[src/bmb_pkg.sv]
`timescale 1ns / 1ps

package bmb_pkg;

  localparam int unsigned SectorW = 48;
  localparam int unsigned CountW  = 16;
  localparam int unsigned IndexW  = 6;

  typedef enum logic [1:0] {
    KIND_SUBMIT = 2'd0,
    KIND_DONE   = 2'd1,
    KIND_REMAIN = 2'd2
  } kind_e;

  typedef enum logic [2:0] {
    ST_LOAD,
    ST_HEAD_RD,
    ST_HEAD,
    ST_RUN,
    ST_EMIT,
    ST_DONE
  } state_e;

  // One stored request
  typedef struct packed {
    logic [SectorW-1:0] start;
    logic [CountW-1:0]  len;
    logic               wr;
  } entry_t;

  // One result item
  typedef struct packed {
    kind_e              kind;
    logic [IndexW-1:0]  first_index;
    logic [IndexW-1:0]  merged_count;
    logic [SectorW-1:0] io_start;
    logic [CountW-1:0]  io_count;
    logic               tail_split;
    logic [IndexW-1:0]  remain_index;
    logic [SectorW-1:0] resume;
    logic               last;
  } res_t;

endpackage

[src/bmb_if.sv]
`timescale 1ns / 1ps

interface bmb_req_if;
  logic        valid;
  logic        ready;
  logic [47:0] req_start_sector;
  logic [15:0] req_sector_count;
  logic        req_is_write;
  logic [47:0] batch_resume_sector;
  logic        force_flush;
  logic        batch_last;

  modport source (
    output valid, req_start_sector, req_sector_count, req_is_write,
           batch_resume_sector, force_flush, batch_last,
    input  ready
  );
  modport sink (
    input  valid, req_start_sector, req_sector_count, req_is_write,
           batch_resume_sector, force_flush, batch_last,
    output ready
  );
endinterface

interface bmb_res_if;
  logic        valid;
  logic        ready;
  logic [1:0]  result_kind;
  logic [5:0]  first_index;
  logic [5:0]  merged_count;
  logic [47:0] io_start_sector;
  logic [15:0] io_sector_count;
  logic        tail_split;
  logic [5:0]  remain_index;
  logic [47:0] resume_sector;
  logic        last;

  modport source (
    output valid, result_kind, first_index, merged_count, io_start_sector,
           io_sector_count, tail_split, remain_index, resume_sector, last,
    input  ready
  );
  modport sink (
    input  valid, result_kind, first_index, merged_count, io_start_sector,
           io_sector_count, tail_split, remain_index, resume_sector, last,
    output ready
  );
endinterface

[src/bmb_store.sv]
`timescale 1ns / 1ps

module bmb_store #(
  parameter int unsigned Depth = 32,
  parameter int unsigned AddrW = 5
) (
  input  logic                clk_i,
  input  logic                wr_en_i,
  input  logic [AddrW-1:0]    wr_addr_i,
  input  bmb_pkg::entry_t     wr_data_i,
  input  logic [AddrW-1:0]    rd_addr_i,
  output bmb_pkg::entry_t     rd_data_o
);

  bmb_pkg::entry_t mem [Depth];
  bmb_pkg::entry_t rd_q;

  // Write one request per cycle
  always_ff @(posedge clk_i) begin
    if (wr_en_i) begin
      mem[wr_addr_i] <= wr_data_i;
    end
  end

  // Registered read
  always_ff @(posedge clk_i) begin
    rd_q <= mem[rd_addr_i];
  end

  assign rd_data_o = rd_q;

endmodule

[src/bmb_ctrl.sv]
`timescale 1ns / 1ps

module bmb_ctrl #(
  parameter int unsigned MaxBatch = 32,
  parameter int unsigned AddrW    = 5,
  parameter int unsigned CntW     = 6
) (
  input  logic                clk_i,
  input  logic                rst_ni,
  input  logic [15:0]         max_merge_i,
  bmb_req_if.sink             req_i,
  bmb_res_if.source           res_o,
  output logic                wr_en_o,
  output logic [AddrW-1:0]    wr_addr_o,
  output bmb_pkg::entry_t     wr_data_o,
  output logic [AddrW-1:0]    rd_addr_o,
  input  bmb_pkg::entry_t     rd_data_i
);

  localparam logic [CntW-1:0] MaxN = CntW'(MaxBatch);
  localparam logic [CntW-1:0] One  = CntW'(1);

  bmb_pkg::state_e state_q, state_d;
  logic [CntW-1:0]   fill_q, fill_d;
  logic [CntW-1:0]   n_q, n_d;
  logic [47:0]       sect_q, sect_d;
  logic              force_q, force_d;
  logic              use_start_q, use_start_d;
  logic [AddrW-1:0]  idx_q, idx_d;
  logic [AddrW-1:0]  i_q, i_d;
  logic [CntW-1:0]   mlen_q, mlen_d;
  logic [15:0]       slen_q, slen_d;
  logic              split_q, split_d;
  logic              cur_wr_q, cur_wr_d;
  bmb_pkg::entry_t   prev_q, prev_d;
  logic              out_valid_q, out_valid_d;
  bmb_pkg::res_t     out_q, out_d;

  logic [48:0]       pend;
  logic              in_run;
  logic [47:0]       sect_h;
  logic [15:0]       rem;
  logic [48:0]       prev_reach;
  logic              cont;
  logic [16:0]       nl;
  logic [CntW-1:0]   idx_ext;
  logic [CntW-1:0]   i_ext;
  logic [CntW-1:0]   mend_n;
  logic [CntW-1:0]   next;
  logic              hold;
  logic              out_free;

  // Head entry: locate the resume sector inside the request
  always_comb begin
    pend    = {1'b0, rd_data_i.start} + {33'b0, rd_data_i.len};
    in_run  = !use_start_q && (sect_q >= rd_data_i.start) && ({1'b0, sect_q} < pend);
    sect_h  = in_run ? sect_q : rd_data_i.start;
    rem     = 16'(pend - {1'b0, sect_h});
  end

  // Run extension: contiguity with the previous request and new length
  always_comb begin
    prev_reach = {1'b0, prev_q.start} + {33'b0, prev_q.len};
    cont       = (rd_data_i.wr == prev_q.wr) && ({1'b0, rd_data_i.start} == prev_reach);
    nl         = {1'b0, slen_q} + {1'b0, rd_data_i.len};
  end

  // IO close: hold-back rule and next index
  always_comb begin
    idx_ext = CntW'(idx_q);
    i_ext   = CntW'(i_q);
    mend_n  = idx_ext + mlen_q;
    next    = mend_n - CntW'(split_q);
    hold    = cur_wr_q && (slen_q < max_merge_i) && (mend_n == n_q) &&
              !((idx_q == '0) && ((n_q == MaxN) || force_q));
    out_free = !out_valid_q || res_o.ready;
  end

  // State register
  always_ff @(posedge clk_i or negedge rst_ni) begin
    if (!rst_ni) begin
      state_q     <= bmb_pkg::ST_LOAD;
      fill_q      <= '0;
      n_q         <= '0;
      sect_q      <= '0;
      force_q     <= 1'b0;
      use_start_q <= 1'b0;
      idx_q       <= '0;
      i_q         <= '0;
      mlen_q      <= '0;
      slen_q      <= '0;
      split_q     <= 1'b0;
      cur_wr_q    <= 1'b0;
      out_valid_q <= 1'b0;
    end else begin
      state_q     <= state_d;
      fill_q      <= fill_d;
      n_q         <= n_d;
      sect_q      <= sect_d;
      force_q     <= force_d;
      use_start_q <= use_start_d;
      idx_q       <= idx_d;
      i_q         <= i_d;
      mlen_q      <= mlen_d;
      slen_q      <= slen_d;
      split_q     <= split_d;
      cur_wr_q    <= cur_wr_d;
      out_valid_q <= out_valid_d;
    end
  end

  // Payload registers
  always_ff @(posedge clk_i) begin
    prev_q <= prev_d;
    out_q  <= out_d;
  end

  // Next state and datapath control
  always_comb begin
    state_d     = state_q;
    fill_d      = fill_q;
    n_d         = n_q;
    sect_d      = sect_q;
    force_d     = force_q;
    use_start_d = use_start_q;
    idx_d       = idx_q;
    i_d         = i_q;
    mlen_d      = mlen_q;
    slen_d      = slen_q;
    split_d     = split_q;
    cur_wr_d    = cur_wr_q;
    prev_d      = prev_q;
    out_valid_d = out_valid_q && !res_o.ready;
    out_d       = out_q;
    req_i.ready = 1'b0;
    wr_en_o     = 1'b0;
    wr_addr_o   = fill_q[AddrW-1:0];
    wr_data_o   = '{start: req_i.req_start_sector, len: req_i.req_sector_count,
                    wr: req_i.req_is_write};
    rd_addr_o   = idx_q;

    case (state_q)
      bmb_pkg::ST_LOAD: begin
        req_i.ready = 1'b1;
        if (req_i.valid) begin
          if (fill_q < MaxN) begin
            wr_en_o = 1'b1;
            fill_d  = fill_q + One;
            if (fill_q == '0) begin
              sect_d      = req_i.batch_resume_sector;
              force_d     = req_i.force_flush;
              use_start_d = 1'b0;
            end
          end
          if (req_i.batch_last) begin
            n_d     = (fill_q < MaxN) ? fill_q + One : fill_q;
            idx_d   = '0;
            state_d = bmb_pkg::ST_HEAD_RD;
          end
        end
      end

      // Wait for the registered read of the first entry
      bmb_pkg::ST_HEAD_RD: begin
        rd_addr_o = idx_q;
        state_d   = bmb_pkg::ST_HEAD;
      end

      // Open an IO at the head entry
      bmb_pkg::ST_HEAD: begin
        rd_addr_o = idx_q + AddrW'(1);
        sect_d    = sect_h;
        slen_d    = rem;
        mlen_d    = One;
        split_d   = 1'b0;
        cur_wr_d  = rd_data_i.wr;
        prev_d    = rd_data_i;
        i_d       = idx_q + AddrW'(1);
        if (rd_data_i.wr && (rem < max_merge_i) && (idx_ext + One < n_q)) begin
          state_d = bmb_pkg::ST_RUN;
        end else begin
          state_d = bmb_pkg::ST_EMIT;
        end
      end

      // Extend the write run by one request per cycle
      bmb_pkg::ST_RUN: begin
        rd_addr_o = i_q + AddrW'(1);
        if (!cont) begin
          state_d = bmb_pkg::ST_EMIT;
        end else if (nl < {1'b0, max_merge_i}) begin
          slen_d = nl[15:0];
          mlen_d = mlen_q + One;
          prev_d = rd_data_i;
          if (i_ext + One < n_q) begin
            i_d = i_q + AddrW'(1);
          end else begin
            state_d = bmb_pkg::ST_EMIT;
          end
        end else begin
          split_d = nl > {1'b0, max_merge_i};
          slen_d  = max_merge_i;
          mlen_d  = mlen_q + One;
          state_d = bmb_pkg::ST_EMIT;
        end
      end

      // Emit the IO or the remainder, prefetch the next head
      bmb_pkg::ST_EMIT: begin
        rd_addr_o = next[AddrW-1:0];
        if (out_free) begin
          out_valid_d = 1'b1;
          out_d       = '0;
          if (hold) begin
            out_d.kind         = bmb_pkg::KIND_REMAIN;
            out_d.remain_index = bmb_pkg::IndexW'(idx_q);
            out_d.resume       = sect_q;
            out_d.last         = 1'b1;
            fill_d             = '0;
            state_d            = bmb_pkg::ST_LOAD;
          end else begin
            out_d.kind         = bmb_pkg::KIND_SUBMIT;
            out_d.first_index  = bmb_pkg::IndexW'(idx_q);
            out_d.merged_count = bmb_pkg::IndexW'(mlen_q);
            out_d.io_start     = sect_q;
            out_d.io_count     = slen_q;
            out_d.tail_split   = split_q;
            if (split_q) begin
              sect_d      = sect_q + {32'b0, slen_q};
              use_start_d = 1'b0;
            end else begin
              use_start_d = 1'b1;
            end
            if (next < n_q) begin
              idx_d   = next[AddrW-1:0];
              state_d = bmb_pkg::ST_HEAD;
            end else begin
              state_d = bmb_pkg::ST_DONE;
            end
          end
        end
      end

      // Close the batch
      bmb_pkg::ST_DONE: begin
        if (out_free) begin
          out_valid_d = 1'b1;
          out_d       = '0;
          out_d.kind  = bmb_pkg::KIND_DONE;
          out_d.last  = 1'b1;
          fill_d      = '0;
          state_d     = bmb_pkg::ST_LOAD;
        end
      end

      default: begin
        state_d = bmb_pkg::ST_LOAD;
      end
    endcase
  end

  // Drive the result channel from the output register
  assign res_o.valid           = out_valid_q;
  assign res_o.result_kind     = out_q.kind;
  assign res_o.first_index     = out_q.first_index;
  assign res_o.merged_count    = out_q.merged_count;
  assign res_o.io_start_sector = out_q.io_start;
  assign res_o.io_sector_count = out_q.io_count;
  assign res_o.tail_split      = out_q.tail_split;
  assign res_o.remain_index    = out_q.remain_index;
  assign res_o.resume_sector   = out_q.resume;
  assign res_o.last            = out_q.last;

endmodule

[src/block_request_merge_batcher_top.sv]
`timescale 1ns / 1ps

// Channel   Dir  Handshake      Payload
// req_i     in   valid/ready    one block request (start, count, direction, batch flags)
// res_o     out  valid/ready    one submit IO, or the batch end with optional remainder
// cfg_*     in   write enable   max_merge_sectors
//
// Requests load one per cycle into the request store; the item with batch_last
// starts the scan and the block takes no item until the final result is registered.
// The scan uses one store read port: each IO opens through ST_HEAD and closes in
// ST_EMIT, with ST_RUN examining the requests of a run (merged or not) one by one;
// ST_HEAD_RD starts the scan; ST_DONE or a held-back remainder ends the batch.
// Reset clears the control state only; the store needs no clearing pass.
// A stalled result register stalls the scan; nothing is dropped.

module block_request_merge_batcher_top #(
  parameter int unsigned MAX_BATCH = 32
) (
  input  logic        clk_i,
  input  logic        rst_ni,
  input  logic        cfg_we_i,
  input  logic [15:0] cfg_wdata_i,
  bmb_req_if.sink     req_i,
  bmb_res_if.source   res_o
);

  localparam int unsigned AddrW = (MAX_BATCH > 1) ? $clog2(MAX_BATCH) : 1;
  localparam int unsigned CntW  = $clog2(MAX_BATCH + 1);

  logic [15:0]      max_merge_q;
  logic             wr_en;
  logic [AddrW-1:0] wr_addr;
  bmb_pkg::entry_t  wr_data;
  logic [AddrW-1:0] rd_addr;
  bmb_pkg::entry_t  rd_data;

  // Hold the merge limit
  always_ff @(posedge clk_i or negedge rst_ni) begin
    if (!rst_ni) begin
      max_merge_q <= 16'd256;
    end else if (cfg_we_i) begin
      max_merge_q <= cfg_wdata_i;
    end
  end

  bmb_store #(
    .Depth (MAX_BATCH),
    .AddrW (AddrW)
  ) u_store (
    .clk_i     (clk_i),
    .wr_en_i   (wr_en),
    .wr_addr_i (wr_addr),
    .wr_data_i (wr_data),
    .rd_addr_i (rd_addr),
    .rd_data_o (rd_data)
  );

  bmb_ctrl #(
    .MaxBatch (MAX_BATCH),
    .AddrW    (AddrW),
    .CntW     (CntW)
  ) u_ctrl (
    .clk_i       (clk_i),
    .rst_ni      (rst_ni),
    .max_merge_i (max_merge_q),
    .req_i       (req_i),
    .res_o       (res_o),
    .wr_en_o     (wr_en),
    .wr_addr_o   (wr_addr),
    .wr_data_o   (wr_data),
    .rd_addr_o   (rd_addr),
    .rd_data_i   (rd_data)
  );

  // The closing item of a batch stops intake for the scan
  a_last_stops_intake: assert property (@(posedge clk_i) disable iff (!rst_ni)
    req_i.valid && req_i.ready && req_i.batch_last |=> !req_i.ready)
    else $error("intake open right after batch end");

  // Only batch end results carry last
  a_last_kind: assert property (@(posedge clk_i) disable iff (!rst_ni)
    res_o.valid && res_o.last |-> res_o.result_kind != bmb_pkg::KIND_SUBMIT)
    else $error("submit item marked last");

  // A submit covers at least one request and never ends the batch
  a_submit_shape: assert property (@(posedge clk_i) disable iff (!rst_ni)
    res_o.valid && res_o.result_kind == bmb_pkg::KIND_SUBMIT |->
      res_o.merged_count != '0 && !res_o.last)
    else $error("malformed submit item");

  // A remainder result carries no IO description
  a_remain_clean: assert property (@(posedge clk_i) disable iff (!rst_ni)
    res_o.valid && res_o.result_kind == bmb_pkg::KIND_REMAIN |->
      res_o.merged_count == '0 && res_o.io_sector_count == '0)
    else $error("remainder item carries IO fields");

endmodule
[src/flat_wrapper.sv]
// flat-port wrapper written by rule: the top's interface ports become plain ports
module block_request_merge_batcher_top_flat 
#(
  parameter int unsigned MAX_BATCH = 32
)
  (clk_i, rst_ni, cfg_we_i, cfg_wdata_i, req_i_valid, req_i_req_start_sector, req_i_req_sector_count, req_i_req_is_write, req_i_batch_resume_sector, req_i_force_flush, req_i_batch_last, req_i_ready, res_o_valid, res_o_result_kind, res_o_first_index, res_o_merged_count, res_o_io_start_sector, res_o_io_sector_count, res_o_tail_split, res_o_remain_index, res_o_resume_sector, res_o_last, res_o_ready);
  bmb_req_if req_i_i ();
  bmb_res_if res_o_i ();
  input  logic clk_i;
  input  logic rst_ni;
  input  logic cfg_we_i;
  input  logic [15:0] cfg_wdata_i;
  input wire logic [$bits(req_i_i.valid)-1:0] req_i_valid;
  input wire logic [$bits(req_i_i.req_start_sector)-1:0] req_i_req_start_sector;
  input wire logic [$bits(req_i_i.req_sector_count)-1:0] req_i_req_sector_count;
  input wire logic [$bits(req_i_i.req_is_write)-1:0] req_i_req_is_write;
  input wire logic [$bits(req_i_i.batch_resume_sector)-1:0] req_i_batch_resume_sector;
  input wire logic [$bits(req_i_i.force_flush)-1:0] req_i_force_flush;
  input wire logic [$bits(req_i_i.batch_last)-1:0] req_i_batch_last;
  output wire logic [$bits(req_i_i.ready)-1:0] req_i_ready;
  output wire logic [$bits(res_o_i.valid)-1:0] res_o_valid;
  output wire logic [$bits(res_o_i.result_kind)-1:0] res_o_result_kind;
  output wire logic [$bits(res_o_i.first_index)-1:0] res_o_first_index;
  output wire logic [$bits(res_o_i.merged_count)-1:0] res_o_merged_count;
  output wire logic [$bits(res_o_i.io_start_sector)-1:0] res_o_io_start_sector;
  output wire logic [$bits(res_o_i.io_sector_count)-1:0] res_o_io_sector_count;
  output wire logic [$bits(res_o_i.tail_split)-1:0] res_o_tail_split;
  output wire logic [$bits(res_o_i.remain_index)-1:0] res_o_remain_index;
  output wire logic [$bits(res_o_i.resume_sector)-1:0] res_o_resume_sector;
  output wire logic [$bits(res_o_i.last)-1:0] res_o_last;
  input wire logic [$bits(res_o_i.ready)-1:0] res_o_ready;
  assign req_i_i.valid = req_i_valid;
  assign req_i_i.req_start_sector = req_i_req_start_sector;
  assign req_i_i.req_sector_count = req_i_req_sector_count;
  assign req_i_i.req_is_write = req_i_req_is_write;
  assign req_i_i.batch_resume_sector = req_i_batch_resume_sector;
  assign req_i_i.force_flush = req_i_force_flush;
  assign req_i_i.batch_last = req_i_batch_last;
  assign req_i_ready = req_i_i.ready;
  assign res_o_valid = res_o_i.valid;
  assign res_o_result_kind = res_o_i.result_kind;
  assign res_o_first_index = res_o_i.first_index;
  assign res_o_merged_count = res_o_i.merged_count;
  assign res_o_io_start_sector = res_o_i.io_start_sector;
  assign res_o_io_sector_count = res_o_i.io_sector_count;
  assign res_o_tail_split = res_o_i.tail_split;
  assign res_o_remain_index = res_o_i.remain_index;
  assign res_o_resume_sector = res_o_i.resume_sector;
  assign res_o_last = res_o_i.last;
  assign res_o_i.ready = res_o_ready;
  block_request_merge_batcher_top #(.MAX_BATCH(MAX_BATCH)) u_core (.clk_i(clk_i), .rst_ni(rst_ni), .cfg_we_i(cfg_we_i), .cfg_wdata_i(cfg_wdata_i), .req_i(req_i_i), .res_o(res_o_i));
endmodule
[config.mk]
export PLATFORM = sky130hd
export DESIGN_NAME = block_request_merge_batcher_top_flat
export DESIGN_NICKNAME = d
export VERILOG_FILES = /design/src/bmb_pkg.sv /design/src/bmb_if.sv /design/src/bmb_store.sv /design/src/bmb_ctrl.sv /design/src/block_request_merge_batcher_top.sv /design/src/flat_wrapper.sv
export SDC_FILE = /design/constraint.sdc
export NUM_CORES = 2
export LEC_CHECK = 0
export BUFFER_PORTS_ARGS = -buffer_cell sky130_fd_sc_hd__buf_2
export CAP_MARGIN = 20
export CORE_MARGIN = 2
export CORE_UTILIZATION = 45
export CTS_CLUSTER_DIAMETER = 40
export DETAILED_ROUTE_END_ITERATION = 12
export GPL_TIMING_DRIVEN = 0
export SLEW_MARGIN = 40
export SYNTH_ARGS = -nofsm -noshare
export SYNTH_HDL_FRONTEND = slang
export SYNTH_SLANG_ARGS = --single-unit
[constraint.sdc]
create_clock -name clk_i -period 8.85 [get_ports clk_i]
set_input_delay 1.77 -clock clk_i [delete_from_list [all_inputs] [get_ports clk_i]]
set_output_delay 1.77 -clock clk_i [all_outputs]
set_load 0.02 [all_outputs]
Word level (Yosys, flattened, before mapping)
Memory sizes are Yosys's and may differ from the RTL's. A register that Yosys moved wholly into a read port is not among the register bits.
Index checks and enable logic that the tools add are counted.
{ "totals": {"register_bits": 315, "latchBits": 0, "mem_bits_rw": 2080, "mem_bits_ro": 0, "out_inout_bits": 136, "word_cells": 179, "n_memories": 1} }
{ "classes": {"n_addsub": 13, "mul": 0, "n_div": 0, "magnitude_cmp": 10, "eq_ne": 24, "shift": 0, "n_mux": 68, "bitwise_logic": 0, "reduce_logical": 37} }
{ "memory_table": {"columns": ["name", "words", "width", "rd", "rd_clocked_by_memory_dff", "write_ports", "line", "text"], "rows": [
  ["u_core.u_store.mem", 32, 65, 1, 1, 1, "bmb_store.sv:15", "bmb_pkg::entry_t mem [Depth];"]
]} }
{ "op_table": {"columns": ["operator", "count"], "rows": [
  ["two-way mux 48 bit", 7],
  ["two-way mux 134 bit", 2],
  ["case mux 134 bit (2 select lines)", 1],
  ["case mux 48 bit (3 select lines)", 1],
  ["two-way mux 65 bit", 2],
  ["case mux 65 bit (2 select lines)", 1],
  ["adder 48 x 16 -> 49 bit", 2],
  ["two-way mux 76 bit", 1],
  ["two-way mux 54 bit", 1],
  ["equality test 48 x 49 -> 1 bit", 1],
  ["< comparator 48 x 49 -> 1 bit", 1],
  ["adder 48 x 16 -> 48 bit", 1],
  [">= comparator 48 bit", 1],
  ["two-way mux 5 bit", 8],
  ["two-way mux 6 bit", 6],
  ["< comparator 16 bit", 2],
  ["two-way mux 16 bit", 2],
  ["case mux 16 bit (2 select lines)", 1],
  ["two-way mux 3 bit", 10],
  ["!= test 2 bit, second input constant", 14],
  ["case mux 5 bit (2 select lines)", 2],
  ["< comparator 6 bit", 3],
  ["case mux 3 bit (6 select lines)", 1],
  ["case mux 6 bit (3 select lines)", 1],
  ["37 further kinds", 80]
]} }

Depth between registers and ports, before layout
{ "depth": {"depth_word": 10, "depth_mapped": 43} }

Hierarchy
A second synthesis with hierarchy kept.
{ "hier_totals": {"cells_unflattened": 5719, "hier_area_um2": 104398.9} }
{ "by_module_without_submodules": {"columns": ["mod", "n_inst", "cells_per_inst", "area_per_inst_um2", "seq_area_each_um2"], "rows": [
  ["bmb_store", 1, 3147, 80188.2, 63761.2],
  ["bmb_ctrl", 1, 2538, 23560.1, 8418.1],
  ["block_request_merge_batcher_top", 1, 34, 650.6, 401.6]
]} }

Worst setup path after synthesis
OpenSTA, ideal clock, no wires.
{ "synth_timing": {"path_kind": "input-to-reg", "start": "in res_o_ready", "end": "reg u_core.u_ctrl.out_q (netlist bit u_core.u_ctrl.res_o.first_index[0]) (enable)", "arrival_time_ns": 7.318, "required_time_ns": 8.225, "slack_ns": 0.907, "path_stages": 2, "n_path_buf": 0, "path_cell_list": "nor2b_1 nor2_1"} }
{ "synth_between": {"elab_chain_len": 3, "elab_cells_between_ends": 4, "classes_between": "2 x eq/ne; 2 x reduce/logical"} }
{ "synth_rtl": {"columns": ["item", "line", "text"], "rows": [
  ["start, declared", "flat_wrapper.sv:31", "input wire logic [$bits(res_o_i.ready)-1:0] res_o_ready;"],
  ["logical OR 1 bit (*)", "bmb_ctrl.sv:76", "out_free = !out_valid_q || res_o.ready;"],
  ["!= test 2 bit (no source line)", null, null],
  ["AND reduction 3 bit (no source line) (*)", null, null],
  ["end signal, assigned", "bmb_ctrl.sv:115", "out_q <= out_d;"],
  ["end, declared", "bmb_ctrl.sv:37", "bmb_pkg::res_t out_q, out_d;"]
]} }
Every way passes the cells marked *; elsewhere a longest branch is shown, timed or not.
A chain may end at the register's enable or synchronous reset.

Worst setup path in the final report
{ "layout_timing": {"start": "reg u_core.u_store.rd_data_o[17] (netlist name)", "end": "reg u_core.u_ctrl.state_q[0]"} }
{ "layout_between": {"elab_chain_len": 10, "elab_cells_between_ends": 17, "classes_between": "2 x add/sub; 3 x order compare; 2 x eq/ne; 4 x mux; 6 x reduce/logical"} }
{ "layout_rtl": {"columns": ["item", "line", "text"], "rows": [
  ["adder 48 x 16 -> 49 bit / >= comparator 48 bit (equally long branches)", "bmb_ctrl.sv:55, bmb_ctrl.sv:56", null],
  ["< comparator 48 x 49 -> 1 bit / logical AND 1 bit (equally long branches)", "bmb_ctrl.sv:56", "in_run = !use_start_q && (sect_q >= rd_data_i.start) && ({1'b0, sect_q} < pend);"],
  ["logical AND 1 bit", "bmb_ctrl.sv:56", null],
  ["two-way mux 48 bit", "bmb_ctrl.sv:57", "sect_h = in_run ? sect_q : rd_data_i.start;"],
  ["subtractor 16 bit", "bmb_ctrl.sv:58", "rem = 16'(pend - {1'b0, sect_h});"],
  ["< comparator 16 bit", "bmb_ctrl.sv:179", "if (rd_data_i.wr && (rem < max_merge_i) && (idx_ext + One < n_q)) begin"],
  ["logical AND 1 bit (2 in a row)", "bmb_ctrl.sv:179", null],
  ["two-way mux 3 bit", "bmb_ctrl.sv:179", null],
  ["case mux 3 bit (6 select lines)", "bmb_ctrl.sv:142", "case (state_q)"],
  ["end signal, assigned", "bmb_ctrl.sv:82", "state_q <= bmb_pkg::ST_LOAD;"],
  ["end signal, assigned", "bmb_ctrl.sv:96", "state_q <= state_d;"],
  ["end, declared", "bmb_ctrl.sv:23", "bmb_pkg::state_e state_q, state_d;"]
]} }
Several ways; a longest one is shown, not always the timed one.

==> impl_metrics.tcl <==
set metrics [dict create \
    status "completed" \
    crit_fanout 5 \
    first_pass_iters 6 \
    drc 0 \
    coreArea_um2 230000 \
    irDropWorstVdd_v 0.000370 \
    place_congestion 0.917 \
    grt_overflow_total 0 \
    drive_above_1_share 0.246 \
    layout_common_cells "edfxtp_1, nand2_1, mux4_2" \
    rsz0062_at_grt "false" \
    syn_to_final_growth_pct 21.2 \
    critPathArrivalTime_ns 9.26 \
    initial_core_util 0.453 \
    relSlewSlack 0.351 \
    grt_pass1_vias 62222 \
    setup_ws_ns 0.392 \
    port_buffers 269 \
    die_w_um 485 \
    rows 176 \
    setup_viol 0 \
    viasPerCell 5.86 \
    clock_sinks 2458 \
    fin_cells 10548 \
    grt_max_degree 61 \
    postCtsHoldBufs 0 \
    maxCapViolations 0 \
    max_freq_mhz 118 \
    fin_util 0.549 \
    track_usage 0.258 \
    drtIter0Drc 6451 \
    dp_cells 9866 \
    synth.distinct_cells 102 \
    hold_class "reg2reg" \
    cts_tree "yes" \
    nets 7614 \
    syn-mean-instance-area_um2 16.3 \
    netlist_area_um2 104000 \
    numCtsBuffers 360 \
    clock_skew_ns 0.0622 \
    post-place-ws_ns -1.78 \
    post-route-min-period_ns 8.46 \
    antenna_found_initial 31 \
    pin_count 272 \
    vias 61785 \
    synth-seq-cells 2458 \
    synthCells 6381 \
    mostFrequentLayoutCell "edfxtp_1" \
    insertion_delay_ns 0.98 \
    cp.required_ns 9.65 \
    finalHoldViolCount 0 \
    drv_slew 0 \
    ys_seq_area_frac 0.696 \
    clk_pin_slew_worst_paths_ns 0.06 \
    power_density_nw_per_um2 406 \
    ant_nets 0 \
    die_area_um2 236000 \
    drt-total-wl_um 305000 \
    ys.flop_type "edfxtp_1" \
    critPathSlowestCell "fa_1" \
    critPathLaunchType "flip-flop" \
    h-tree-depth 5 \
    cts_buffer_depth 4 \
    synth-async-reset-ratio 0.0472 \
    critPathMaxStageDelay_ns 0.41 \
    leakage_nw 43.5 \
    grt_pass1_wl_um 439000 \
    period_share 0.956 \
    die_h_um 485 \
    yosysWarnings 0 \
    hpwl_um 218000 \
    wl_per_cell_um 28.9 \
    worstSetupEndpointType "flip-flop" \
    clockRootBuffer "clkbuf_16" \
    synth_edf_count 2277 \
    tightest_slew_ns 0.964 \
    crit_type "reg2reg" \
]
[report_power, final]
group / switching, mW / internal (mW) / total, mW
Clock: 5.38 / 8.88 / 14.3
Sequential: 1.20 / 13.7 / 14.9
Combinational: 13.5 / 8.58 / 22.1
[what timing repair did]
action	CTS	global route
setup buffers	4	15
endpoints found under the setup margin	10	3
cloned	0	1
pin swaps	4	20
gates resized for setup	50	44
[per-layer routing]
metal  global-route usage  vias to the layer above  wire, um
met1                0.344                    31795    122000
met4               0.0942                        0     11100
met5                    0                        -         0
li1                     -                    26857         -
met3               0.0430                      505     22500
met2                0.428                     2628    149000
[cells in the mapped netlist, types with 8 or more instances]
cell	count	area, um2
nor3_1	67	335
xor2_1	53	464
ha_1	250	3130
xnor2_1	124	1090
nor2b_1	26	163
a31oi_1	14	87.6
and2_1	110	688
a221oi_1	31	272
clkbuf_1	178	668
o21a_1	25	188
dfrtp_1	115	2880
a22oi_1	9	67.6
a211oi_1	20	150
o21bai_1	18	135
mux2i_1	43	430
o211ai_1	80	601
a21oi_1	133	666
mux4_2	520	11700
dfxtp_1	65	1300
nand3_1	194	971
o22ai_1	16	100
buf_2	9	45.0
o2bb2ai_1	15	131
nor4_1	30	188
a21o_1	57	428
nand2_1	839	3150
and4_1	10	87.6
nand2b_1	26	163
mux2_2	13	146
o21ai_1	15	75.1
inv_1	141	529
o21ai_0	271	1360
nand4_1	52	325
nor2_1	223	837
buf_1	103	387
edfxtp_1	2277	68400
and3_1	18	113
o2111ai_1	8	70.1
[worst max-delay path: cells and delay by family, from the launching register on]
family / cells / cell delay (ns)
AOI/OAI and AO/OA: 13 / 2.55
xor gates and xnor gates: 2 / 0.24
adders and majority gates: 5 / 1.53
buffers and inverters: 5 / 0.72
DFF: 1 / 0.40
muxes: 2 / 0.53
and+or+nand+nor: 15 / 2.33
[final cells by class]
cell class | instances | area, um2
Tap cell | 3026 | 3790
Antenna cell | 18 | 45.0
Buffer | 300 | 1330
Fill cell | 17972 | 104000
Clock buffer | 390 | 9180
Multi-Input combinational cell | 3482 | 30700
Timing Repair Buffer | 478 | 5350
Sequential cell | 2458 | 72600
Inverter | 142 | 533
Clock inverter | 254 | 2880
[path summary, 6_finish.rpt]
kind | start | to | slack (ns) | depth (start not counted)
max | u_core.u_store.rd_data_o[17] | u_core.u_ctrl.state_q[0] | 0.39 | 42
min | u_core.u_store.rd_data_o[36] | u_core.u_ctrl.prev_q[36] | 0.44 | 0
max reg2reg | u_core.u_store.rd_data_o[17] | u_core.u_ctrl.state_q[0] | 0.39 | 42
min reg2reg | u_core.u_store.rd_data_o[36] | u_core.u_ctrl.prev_q[36] | 0.44 | 0
max in group asynchronous | rst_ni | u_core.u_ctrl.sect_q[30] | 7.28 | 2
min in group asynchronous | rst_ni | u_core.max_merge_q[15] | 0.79 | 1
[cell families (layout without fill, tap and decap cells)]
| group | Yosys count | count (layout) | share of synthesized area |
|---|---|---|---|
| flops | 2458 | 2458 | 0.696 |
| simple gates | 1640 | 1640 | 0.0706 |
| fa+ha+maj | 256 | 256 | 0.0312 |
| compound gates | 824 | 824 | 0.0519 |
| other cells | 1 | 20 | 0.0000360 |
| xor+xnor | 177 | 177 | 0.0149 |
| buf+inv | 442 | 1564 | 0.0165 |
| mux | 583 | 583 | 0.119 |
[per-stage QoR]
step | TNS, ns | instance area, um2 | hold slack, ns | total power [mW]
after floorplan | 0 | 104000 | 0.406 | 27.9
after global placement | -1295.58 | 109000 | 0.421 | 35.7
after detailed placement | -6.94 | 114000 | 0.420 | 36.2
after CTS | 0 | 126000 | 0.433 | 50.8
after global routing | 0 | 126000 | 0.448 | 53.8
final | 0 | 126000 | 0.438 | 51.3
[state kept, by name, indices dropped and copies added (netlist names), 16 cells and up]
name                                 cells
u_core.u_ctrl.prev_q                    65
u_core.u_ctrl.res_o.resume_sector       48
u_core.u_store.rd_data_o                65
u_core.u_store.mem                    2080
u_core.u_ctrl.sect_q                    48
u_core.max_merge_q                      16
u_core.u_ctrl.slen_q                    16
u_core.u_ctrl.res_o.io_start_sector     48
u_core.u_ctrl.res_o.io_sector_count     16
(Power assumes the default switching activity.)
